[src/prt_pkg.sv]
// Shared types and constants for the presence reminder timer.
// Used by the divider, datapath, controller and top level.
package prt_pkg;

  localparam int unsigned TimeBits  = 32;
  localparam int unsigned CfgDataW  = 32;
  localparam int unsigned CfgIdxW   = 2;
  localparam int unsigned ShortW    = 16;
  localparam int unsigned LevelW    = 8;
  localparam int unsigned NumerW    = ShortW + LevelW;
  localparam int unsigned DivSteps  = TimeBits;
  localparam int unsigned DivCntW   = $clog2(DivSteps);

  localparam logic [TimeBits-1:0] ReminderReset = TimeBits'(20 * 60 * 1000);
  localparam logic [TimeBits-1:0] AwayReset     = TimeBits'(4 * 60 * 1000);
  localparam logic [ShortW-1:0]   DebounceReset = ShortW'(200);
  localparam logic [ShortW-1:0]   FadeReset     = ShortW'(2500);
  localparam logic [LevelW-1:0]   FadeBright    = LevelW'(120);
  localparam logic [LevelW-1:0]   FullBright    = LevelW'(255);
  localparam logic [ShortW-1:0]   FadeMin       = ShortW'(2);

  typedef enum logic [CfgIdxW-1:0] {
    CfgReminder = 2'd0,
    CfgAway     = 2'd1,
    CfgDebounce = 2'd2,
    CfgFade     = 2'd3
  } cfg_reg_e;

  typedef enum logic [10:0] {
    S_IDLE   = 11'b000_0000_0001,
    S_MOTION = 11'b000_0000_0010,
    S_CLEAR  = 11'b000_0000_0100,
    S_MACRO  = 11'b000_0000_1000,
    S_AWAY   = 11'b000_0001_0000,
    S_MOD    = 11'b000_0010_0000,
    S_MODW   = 11'b000_0100_0000,
    S_PREP   = 11'b000_1000_0000,
    S_SCALE  = 11'b001_0000_0000,
    S_SCALEW = 11'b010_0000_0000,
    S_WB     = 11'b100_0000_0000
  } state_e;

  typedef struct packed {
    logic capture;
    logic motion;
    logic clear;
    logic macro;
    logic away;
    logic div_start;
    logic div_sel;
    logic prep;
    logic load_out;
  } cmd_t;

  typedef struct packed {
    logic show;
    logic fade_ok;
    logic div_done;
    logic out_free;
  } status_t;

endpackage

[src/prt_div.sv]
// Restoring divider, one quotient bit per cycle, for the fade phase and scale.
// Depends on prt_pkg for widths.
module prt_div (
  input  logic                           clk_i,
  input  logic                           rst_ni,
  input  logic                           start_i,
  input  logic [prt_pkg::TimeBits-1:0]   dividend_i,
  input  logic [prt_pkg::ShortW-1:0]     divisor_i,
  output logic [prt_pkg::TimeBits-1:0]   quotient_o,
  output logic [prt_pkg::ShortW-1:0]     remainder_o,
  output logic                           done_o
);
  import prt_pkg::*;

  logic                busy_q;
  logic                done_q;
  logic [DivCntW-1:0]  cnt_q;
  logic [TimeBits-1:0] quo_q;
  logic [ShortW-1:0]   rem_q;
  logic [ShortW-1:0]   dvs_q;
  logic [ShortW:0]     rem_sh;
  logic                ge;
  logic [ShortW:0]     rem_sub;

  assign rem_sh  = {rem_q, quo_q[TimeBits-1]};
  assign ge      = rem_sh >= {1'b0, dvs_q};
  assign rem_sub = rem_sh - {1'b0, dvs_q};

  always_ff @(posedge clk_i or negedge rst_ni) begin
    if (!rst_ni) begin
      busy_q <= 1'b0;
      done_q <= 1'b0;
      cnt_q  <= '0;
    end else begin
      done_q <= 1'b0;
      if (start_i) begin
        busy_q <= 1'b1;
        cnt_q  <= '0;
      end else if (busy_q) begin
        cnt_q <= cnt_q + 1'b1;
        if (cnt_q == DivCntW'(DivSteps - 1)) begin
          busy_q <= 1'b0;
          done_q <= 1'b1;
        end
      end
    end
  end

  always_ff @(posedge clk_i) begin
    if (start_i) begin
      quo_q <= dividend_i;
      rem_q <= '0;
      dvs_q <= divisor_i;
    end else if (busy_q) begin
      quo_q <= {quo_q[TimeBits-2:0], ge};
      rem_q <= ge ? rem_sub[ShortW-1:0] : rem_sh[ShortW-1:0];
    end
  end

  assign quotient_o  = quo_q;
  assign remainder_o = rem_q;
  assign done_o      = done_q;

endmodule

[src/prt_datapath.sv]
// Datapath: configuration, presence and button state, fade arithmetic, result word.
// Depends on prt_pkg and prt_div.
module prt_datapath (
  input  logic                          clk_i,
  input  logic                          rst_ni,
  input  prt_pkg::cmd_t                 cmd_i,
  output prt_pkg::status_t              status_o,
  input  logic                          cfg_we_i,
  input  logic [prt_pkg::CfgIdxW-1:0]   cfg_idx_i,
  input  logic [prt_pkg::CfgDataW-1:0]  cfg_data_i,
  input  logic [prt_pkg::TimeBits-1:0]  now_ms_i,
  input  logic                          motion_edge_i,
  input  logic                          clear_low_i,
  input  logic                          clear_edge_i,
  input  logic                          macro_low_i,
  input  logic                          macro_edge_i,
  output logic                          out_valid_o,
  input  logic                          out_ready_i,
  output logic [prt_pkg::LevelW-1:0]    green_level_o,
  output logic [prt_pkg::LevelW-1:0]    pixel_brightness_o,
  output logic                          send_macro_o,
  output logic                          timer_armed_o
);
  import prt_pkg::*;

  logic [TimeBits-1:0] reminder_q, away_q;
  logic [ShortW-1:0]   debounce_q, fade_q;
  logic [TimeBits-1:0] last_seen_q, last_motion_q, deadline_q;
  logic [TimeBits-1:0] last_clear_q, last_macro_q;
  logic                clear_prev_q, macro_prev_q, clear_pend_q, macro_pend_q;
  logic                out_valid_q;

  logic [TimeBits-1:0] now_q, elapsed_q;
  logic                motion_q, clear_low_q, macro_low_q;
  logic                send_q, show_q, lower_q;
  logic [NumerW-1:0]   numer_q;
  logic [LevelW-1:0]   green_q, bright_q;
  logic                send_out_q, armed_out_q;

  logic [TimeBits-1:0] arm_time;
  logic [TimeBits-1:0] since_motion, since_clear, since_macro, since_seen;
  logic                clear_hit, macro_hit, away_hit, due;
  logic [ShortW-1:0]   half;
  logic [ShortW-1:0]   phase, span;
  logic                phase_low;
  logic [TimeBits-1:0] div_dividend;
  logic [ShortW-1:0]   div_divisor;
  logic [TimeBits-1:0] div_quo;
  logic [ShortW-1:0]   div_rem;
  logic                div_done;
  logic                fade_ok;
  logic [LevelW-1:0]   green_d;

  assign arm_time     = now_q + reminder_q;
  assign since_motion = now_q - last_motion_q;
  assign since_clear  = now_q - last_clear_q;
  assign since_macro  = now_q - last_macro_q;
  assign since_seen   = now_q - last_seen_q;
  assign clear_hit    = (clear_pend_q || (clear_low_q && !clear_prev_q)) &&
                        (since_clear >= TimeBits'(debounce_q));
  assign macro_hit    = (macro_pend_q || (macro_low_q && !macro_prev_q)) &&
                        (since_macro >= TimeBits'(debounce_q));
  assign away_hit     = (last_seen_q != '0) && (since_seen > away_q);
  assign due          = (deadline_q != '0) && (now_q >= deadline_q);
  assign fade_ok      = fade_q >= FadeMin;
  assign half         = {1'b0, fade_q[ShortW-1:1]};
  assign phase        = div_rem;
  assign phase_low    = phase < half;
  assign span         = phase_low ? phase : phase - half;

  assign div_dividend = cmd_i.div_sel ? TimeBits'(numer_q) : elapsed_q;
  assign div_divisor  = cmd_i.div_sel ? half : fade_q;

  prt_div u_div (
    .clk_i       (clk_i),
    .rst_ni      (rst_ni),
    .start_i     (cmd_i.div_start),
    .dividend_i  (div_dividend),
    .divisor_i   (div_divisor),
    .quotient_o  (div_quo),
    .remainder_o (div_rem),
    .done_o      (div_done)
  );

  always_comb begin
    green_d = '0;
    if (show_q && fade_ok) begin
      green_d = lower_q ? div_quo[LevelW-1:0] : FullBright - div_quo[LevelW-1:0];
    end
  end

  always_ff @(posedge clk_i or negedge rst_ni) begin
    if (!rst_ni) begin
      reminder_q    <= ReminderReset;
      away_q        <= AwayReset;
      debounce_q    <= DebounceReset;
      fade_q        <= FadeReset;
      last_seen_q   <= '0;
      last_motion_q <= '0;
      deadline_q    <= '0;
      last_clear_q  <= '0;
      last_macro_q  <= '0;
      clear_prev_q  <= 1'b0;
      macro_prev_q  <= 1'b0;
      clear_pend_q  <= 1'b0;
      macro_pend_q  <= 1'b0;
      out_valid_q   <= 1'b0;
    end else begin
      if (cfg_we_i) begin
        case (cfg_reg_e'(cfg_idx_i))
          CfgReminder: reminder_q <= cfg_data_i[TimeBits-1:0];
          CfgAway:     away_q     <= cfg_data_i[TimeBits-1:0];
          CfgDebounce: debounce_q <= cfg_data_i[ShortW-1:0];
          CfgFade:     fade_q     <= cfg_data_i[ShortW-1:0];
          default:     ;
        endcase
      end
      if (cmd_i.capture) begin
        if (clear_edge_i) clear_pend_q <= 1'b1;
        if (macro_edge_i) macro_pend_q <= 1'b1;
      end
      if (cmd_i.motion && motion_q) begin
        last_seen_q   <= now_q;
        last_motion_q <= now_q;
        if (last_motion_q == '0 || since_motion > away_q) begin
          deadline_q <= arm_time;
        end
      end
      if (cmd_i.clear) begin
        clear_prev_q <= clear_low_q;
        if (clear_hit) begin
          clear_pend_q <= 1'b0;
          last_clear_q <= now_q;
          deadline_q   <= arm_time;
        end
      end
      if (cmd_i.macro) begin
        macro_prev_q <= macro_low_q;
        if (macro_hit) begin
          macro_pend_q <= 1'b0;
          last_macro_q <= now_q;
        end
      end
      if (cmd_i.away && away_hit) begin
        deadline_q <= '0;
      end
      if (out_valid_q && out_ready_i) begin
        out_valid_q <= 1'b0;
      end
      if (cmd_i.load_out) begin
        out_valid_q <= 1'b1;
      end
    end
  end

  always_ff @(posedge clk_i) begin
    if (cmd_i.capture) begin
      now_q       <= now_ms_i;
      motion_q    <= motion_edge_i;
      clear_low_q <= clear_low_i;
      macro_low_q <= macro_low_i;
      send_q      <= 1'b0;
    end
    if (cmd_i.macro && macro_hit) begin
      send_q <= 1'b1;
    end
    if (cmd_i.away) begin
      show_q    <= !away_hit && due;
      elapsed_q <= now_q - deadline_q;
    end
    if (cmd_i.prep) begin
      lower_q <= phase_low;
      numer_q <= NumerW'(span) * NumerW'(FullBright);
    end
    if (cmd_i.load_out) begin
      green_q     <= green_d;
      bright_q    <= show_q ? FadeBright : FullBright;
      send_out_q  <= send_q;
      armed_out_q <= deadline_q != '0;
    end
  end

  assign status_o.show     = show_q;
  assign status_o.fade_ok  = fade_ok;
  assign status_o.div_done = div_done;
  assign status_o.out_free = !out_valid_q || out_ready_i;

  assign out_valid_o        = out_valid_q;
  assign green_level_o      = green_q;
  assign pixel_brightness_o = bright_q;
  assign send_macro_o       = send_out_q;
  assign timer_armed_o      = armed_out_q;

endmodule

[src/prt_ctrl.sv]
// Controller: sequences a word: state update, modulo/scale if fading, write-back.
// Depends on prt_pkg.
module prt_ctrl (
  input  logic               clk_i,
  input  logic               rst_ni,
  input  logic               in_valid_i,
  output logic               in_ready_o,
  input  prt_pkg::status_t   status_i,
  output prt_pkg::cmd_t      cmd_o
);
  import prt_pkg::*;

  state_e state_q, state_d;

  always_comb begin
    state_d = state_q;
    cmd_o   = '0;
    case (state_q)
      S_IDLE: begin
        if (in_valid_i) begin
          cmd_o.capture = 1'b1;
          state_d       = S_MOTION;
        end
      end
      S_MOTION: begin
        cmd_o.motion = 1'b1;
        state_d      = S_CLEAR;
      end
      S_CLEAR: begin
        cmd_o.clear = 1'b1;
        state_d     = S_MACRO;
      end
      S_MACRO: begin
        cmd_o.macro = 1'b1;
        state_d     = S_AWAY;
      end
      S_AWAY: begin
        cmd_o.away = 1'b1;
        state_d    = S_MOD;
      end
      S_MOD: begin
        if (status_i.show && status_i.fade_ok) begin
          cmd_o.div_start = 1'b1;
          state_d         = S_MODW;
        end else begin
          state_d = S_WB;
        end
      end
      S_MODW: begin
        if (status_i.div_done) state_d = S_PREP;
      end
      S_PREP: begin
        cmd_o.prep = 1'b1;
        state_d    = S_SCALE;
      end
      S_SCALE: begin
        cmd_o.div_sel   = 1'b1;
        cmd_o.div_start = 1'b1;
        state_d         = S_SCALEW;
      end
      S_SCALEW: begin
        if (status_i.div_done) state_d = S_WB;
      end
      S_WB: begin
        if (status_i.out_free) begin
          cmd_o.load_out = 1'b1;
          state_d        = S_IDLE;
        end
      end
      default: begin
        state_d = S_IDLE;
      end
    endcase
  end

  always_ff @(posedge clk_i or negedge rst_ni) begin
    if (!rst_ni) begin
      state_q <= S_IDLE;
    end else begin
      state_q <= state_d;
    end
  end

  assign in_ready_o = state_q == S_IDLE;

endmodule

[src/presence_reminder_timer.sv]
// Presence reminder timer: motion and button handling with a timed fade reminder.
// Top level; depends on prt_pkg, prt_ctrl and prt_datapath.
//
// Usage: one input word per millisecond pass arrives on in_valid_i/in_ready_o
// with the timestamp, motion event and both button levels and edges. Each
// word gives exactly one result word on out_valid_o/out_ready_i: green level,
// global brightness, send strobe and armed flag.
// Sequence: the word passes through the capture, motion, clear, macro and away
// updates to write-back when no fade is shown; with a fade, the shared
// restoring divider, producing one quotient bit per cycle, runs first for
// the phase modulo and then for the scale to 0..255. One word is in work at a
// time, so a new word is accepted only once the previous one is written back.
// A finished result sits in the output register; the next word is accepted
// while it waits, and its own result is held until the receiver takes the
// previous one. Configuration writes through cfg_we_i take effect at once
// and must happen while no word is in work.
// Reset loads the default register values and clears all timing state:
// nobody seen, no deadline, no pending presses, no result waiting.
module presence_reminder_timer (
  input  logic                          clk_i,
  input  logic                          rst_ni,
  input  logic                          cfg_we_i,
  input  logic [prt_pkg::CfgIdxW-1:0]   cfg_idx_i,
  input  logic [prt_pkg::CfgDataW-1:0]  cfg_data_i,
  input  logic                          in_valid_i,
  output logic                          in_ready_o,
  input  logic [prt_pkg::TimeBits-1:0]  now_ms_i,
  input  logic                          motion_edge_i,
  input  logic                          clear_low_i,
  input  logic                          clear_edge_i,
  input  logic                          macro_low_i,
  input  logic                          macro_edge_i,
  output logic                          out_valid_o,
  input  logic                          out_ready_i,
  output logic [prt_pkg::LevelW-1:0]    green_level_o,
  output logic [prt_pkg::LevelW-1:0]    pixel_brightness_o,
  output logic                          send_macro_o,
  output logic                          timer_armed_o
);
  import prt_pkg::*;

  cmd_t    cmd;
  status_t status;

  prt_ctrl u_ctrl (
    .clk_i      (clk_i),
    .rst_ni     (rst_ni),
    .in_valid_i (in_valid_i),
    .in_ready_o (in_ready_o),
    .status_i   (status),
    .cmd_o      (cmd)
  );

  prt_datapath u_dp (
    .clk_i              (clk_i),
    .rst_ni             (rst_ni),
    .cmd_i              (cmd),
    .status_o           (status),
    .cfg_we_i           (cfg_we_i),
    .cfg_idx_i          (cfg_idx_i),
    .cfg_data_i         (cfg_data_i),
    .now_ms_i           (now_ms_i),
    .motion_edge_i      (motion_edge_i),
    .clear_low_i        (clear_low_i),
    .clear_edge_i       (clear_edge_i),
    .macro_low_i        (macro_low_i),
    .macro_edge_i       (macro_edge_i),
    .out_valid_o        (out_valid_o),
    .out_ready_i        (out_ready_i),
    .green_level_o      (green_level_o),
    .pixel_brightness_o (pixel_brightness_o),
    .send_macro_o       (send_macro_o),
    .timer_armed_o      (timer_armed_o)
  );

endmodule

[config.mk]
export PLATFORM = sky130hd
export DESIGN_NAME = presence_reminder_timer
export DESIGN_NICKNAME = d
export VERILOG_FILES = /design/src/prt_pkg.sv /design/src/prt_div.sv /design/src/prt_datapath.sv /design/src/prt_ctrl.sv /design/src/presence_reminder_timer.sv
export SDC_FILE = /design/constraint.sdc
export NUM_CORES = 1
export LEC_CHECK = 0
export ABC_AREA = 0
export BUFFER_PORTS_ARGS = -buffer_cell sky130_fd_sc_hd__buf_2
export CAP_MARGIN = 20
export CORE_ASPECT_RATIO = 1.5
export CORE_MARGIN = 5
export CORE_UTILIZATION = 40
export DETAILED_ROUTE_END_ITERATION = 16
export PLACE_DENSITY = 0.52
export SYNTH_ARGS = -nofsm -noshare
export SYNTH_HDL_FRONTEND = slang
export SYNTH_HIERARCHICAL = 1
export SYNTH_SLANG_ARGS = --single-unit
export TNS_END_PERCENT = 1
[constraint.sdc]
create_clock -name clk_i -period 14.1 [get_ports clk_i]
set_input_delay 0.705 -clock clk_i [delete_from_list [all_inputs] [get_ports clk_i]]
set_output_delay 0.705 -clock clk_i [all_outputs]
set_load 0.02 [all_outputs]
==> reports/qor.yml <==
outcome: "finished, final reports clean"
coreArea_um2: 77300
synth.distinct_cells: 102
ant_nets: 0
rsz0062_at_grt: "no"
crit_path_frequent_cell: "inv_1"
slew-limit-headroom_pct: 29.3
finalCritPeriodShare_pct: 61.4
yosysWarnings: 6
timing.rr.end: "u_dp/numer_q[23]"
cts_sinks: 416
yosys.cell_count.top_type: "inv_1"
worstPathArrival_ps: 9000
place_area_um2: 32800
clock.fmax_mhz: 116
finalMaxSlewViolations: 0
start_util_pct: 40.2
drive_gt1_share_pct: 15.5
cts_tree: "yes"
end_kind: "flop"
clock_path_buffers: 3
tns_ps: 0
finalNetCount: 3683
clk-insertion-delay-late_ps: 610
ys_seq_elements: 416
cts_resized: 0
fp.dieH_um: 351
viasPerCell: 5.43
setup.worst_path.start: "u_dp/fade_q[3]"
track_usage_pct: 21.6
yosysSeqAreaShare_pct: 35.8
yosysTopAreaCell: "dfrtp_1"
route.vias.total: 23300
reg2reg_from: "u_dp/fade_q[3]"
hpwl_um: 73700
syn_to_final_growth_pct: 10.9
routed_wl_um: 91300
die_w_um: 238
tightest_slew_ps: 1060
mappedNetlistArea_um2: 31100
slowest_stage: "nor3_4"
synth_flop_cell: "dfrtp_1"
routedWlPerCell_um: 21.3
first_global_vias: 24400
multiInputGateArea_um2: 18100
holdBufCountCts: 0
pin_count: 96
cp.required_ps: 14440
htree_levels: 2
synth_edf_count: 152
fin_area_um2: 34500
cts_made_buffers: 47
maxCapViolCount: 0
remaining_drc_errors: 0
first_pass_iters: 5
slowest_delay_ps: 670
clkTransAtPathRegs_ps: 60
finalSetupViolCount: 0
hp-class: "in2async"
antenna_found_initial: 1
std_cell_rows: 125
synth_top_area_share_pct: 18.0
dp_slack_ps: 5550
fin_hold_ws_ps: 50.4
register_area_um2: 11100
overflow: 0
port_buffers: 91
grt_pass1_wl_um: 141000
cp-start-kind: "flop"
cts_setup_buffers: 0
crit_path_max_fanout: 17
grt_max_degree: 76
synthTopCellsByArea: "dfrtp_1 (18%), edfxtp_1 (15%), ha_1 (12%)"
fillers: 7451
r2r_slack_ps: 5440
hold_viol_final: 0
place_congestion: 0.911
finalClockSkew_ps: 39.1
path_class: "reg2reg"
setup_slack_ps: 5440
ys_async_sr_fraction_pct: 59.4
finalCriticalPeriod_ps: 8660
drt_iter0_markers: 1173
root_buffer: "clkbuf_16"
syn_area_per_cell_um2: 9.93
die-area_um2: 83500
netlist_instances: 3131
synth_commonest_cells: "inv_1 (392), ha_1 (302), dfrtp_1 (223)"
crit_end: "u_dp/numer_q[23]"
rr_worst_depth: 32
[worst min path at each step]
| stage | to | cells past startpoint |
|---|---|---|
| after floorplan | u_ctrl/state_q[10] | 0 |
| after global placement | u_dp/send_macro_o | 0 |
| after detailed placement | u_dp/send_macro_o | 0 |
| after CTS | u_dp/away_q[10] | 1 |
| after global routing | u_dp/away_q[12] | 1 |
| final | u_dp/reminder_q[16] | 1 |
[logic make-up (layout without fill, tap and decap cells)]
family / after synthesis / count (layout) / share of synthesized area, %
AO/OA/AOI/OAI: 698 / 698 / 14.4
AND/OR/NAND/NOR: 697 / 697 / 11.4
buffers and inverters: 480 / 620 / 6.17
flip-flops: 416 / 416 / 35.8
adder cells (fa/ha/maj): 371 / 371 / 16.6
multiplexers: 282 / 282 / 10.4
XOR/XNOR: 186 / 186 / 5.24
other: 1 / 6 / 0.0121
[cell type report]
type	instances	area share (%)
multi-input cells	2238	52.5
flip-flops and latches	416	32.3
diodes	2	0.0145
inverters	394	4.29
repair buffers	140	2.49
clock buffers	65	3.82
well taps	1016	3.69
clock inverters	21	0.955
[state kept, by name (all words and copies together) (netlist names), 24 cells and up]
signal / flops
u_dp/u_div/quotient_o: 32
u_dp/last_clear_q: 32
u_dp/last_macro_q: 32
u_dp/numer_q: 24
u_dp/last_motion_q: 32
u_dp/reminder_q: 32
u_dp/now_q: 32
u_dp/elapsed_q: 32
u_dp/away_q: 32
u_dp/deadline_q: 32
[cell usage in the layout (no fill, tap or decap), types with 24 or more instances in the layout]
cell and count:
o21a_1 33, clkbuf_16 48, nor3_1 48, nor4_1 39, xor2_1 65, inv_1 391, fa_1 68, edfxtp_1 152
o21ai_0 111, buf_2 91, ha_1 302, dfrtp_1 223, mux2_4 27, a211oi_1 41, nand3_1 71, buf_4 46
nor2b_1 40, nand2_1 142, a21o_1 77, nand4_1 51, nand2b_1 25, dfstp_2 24, o21ai_1 42, a21oi_1 221
mux2_1 36, nor2_1 183, xnor2_1 121, mux2_2 192, mux2i_1 27
[worst max-delay path, delay by kind of cell (launching register included)]
family | cells | cell delay, ps
fa+ha+maj | 6 | 2250
xor+xnor | 2 | 260
compound gates | 15 | 3540
simple gates | 3 | 960
mux | 1 | 570
flops | 1 | 380
buf+inv | 5 | 410
[through the flow]
step	instances	util [%]
6_report	4292	44.6
5_1_grt	4292	44.6
4_1_cts	4287	44.5
3_5_place_dp	4201	42.4
3_3_place_gp	4201	42.4
2_1_floorplan	3134	-
[layer usage]
metal	part of all wire (%)	wire, um	vias up	GRT usage [%]
met2	55	49900	412	42.3
li1	-	-	11400	-
met5	0	0	-	0
met1	38	34800	11400	23.8
met4	4.5	4090	0	8.80
met3	2.8	2520	150	2.07
Power is not shown: default switching activity piles up to over one toggle a cycle in this logic, so the estimate is an artifact.
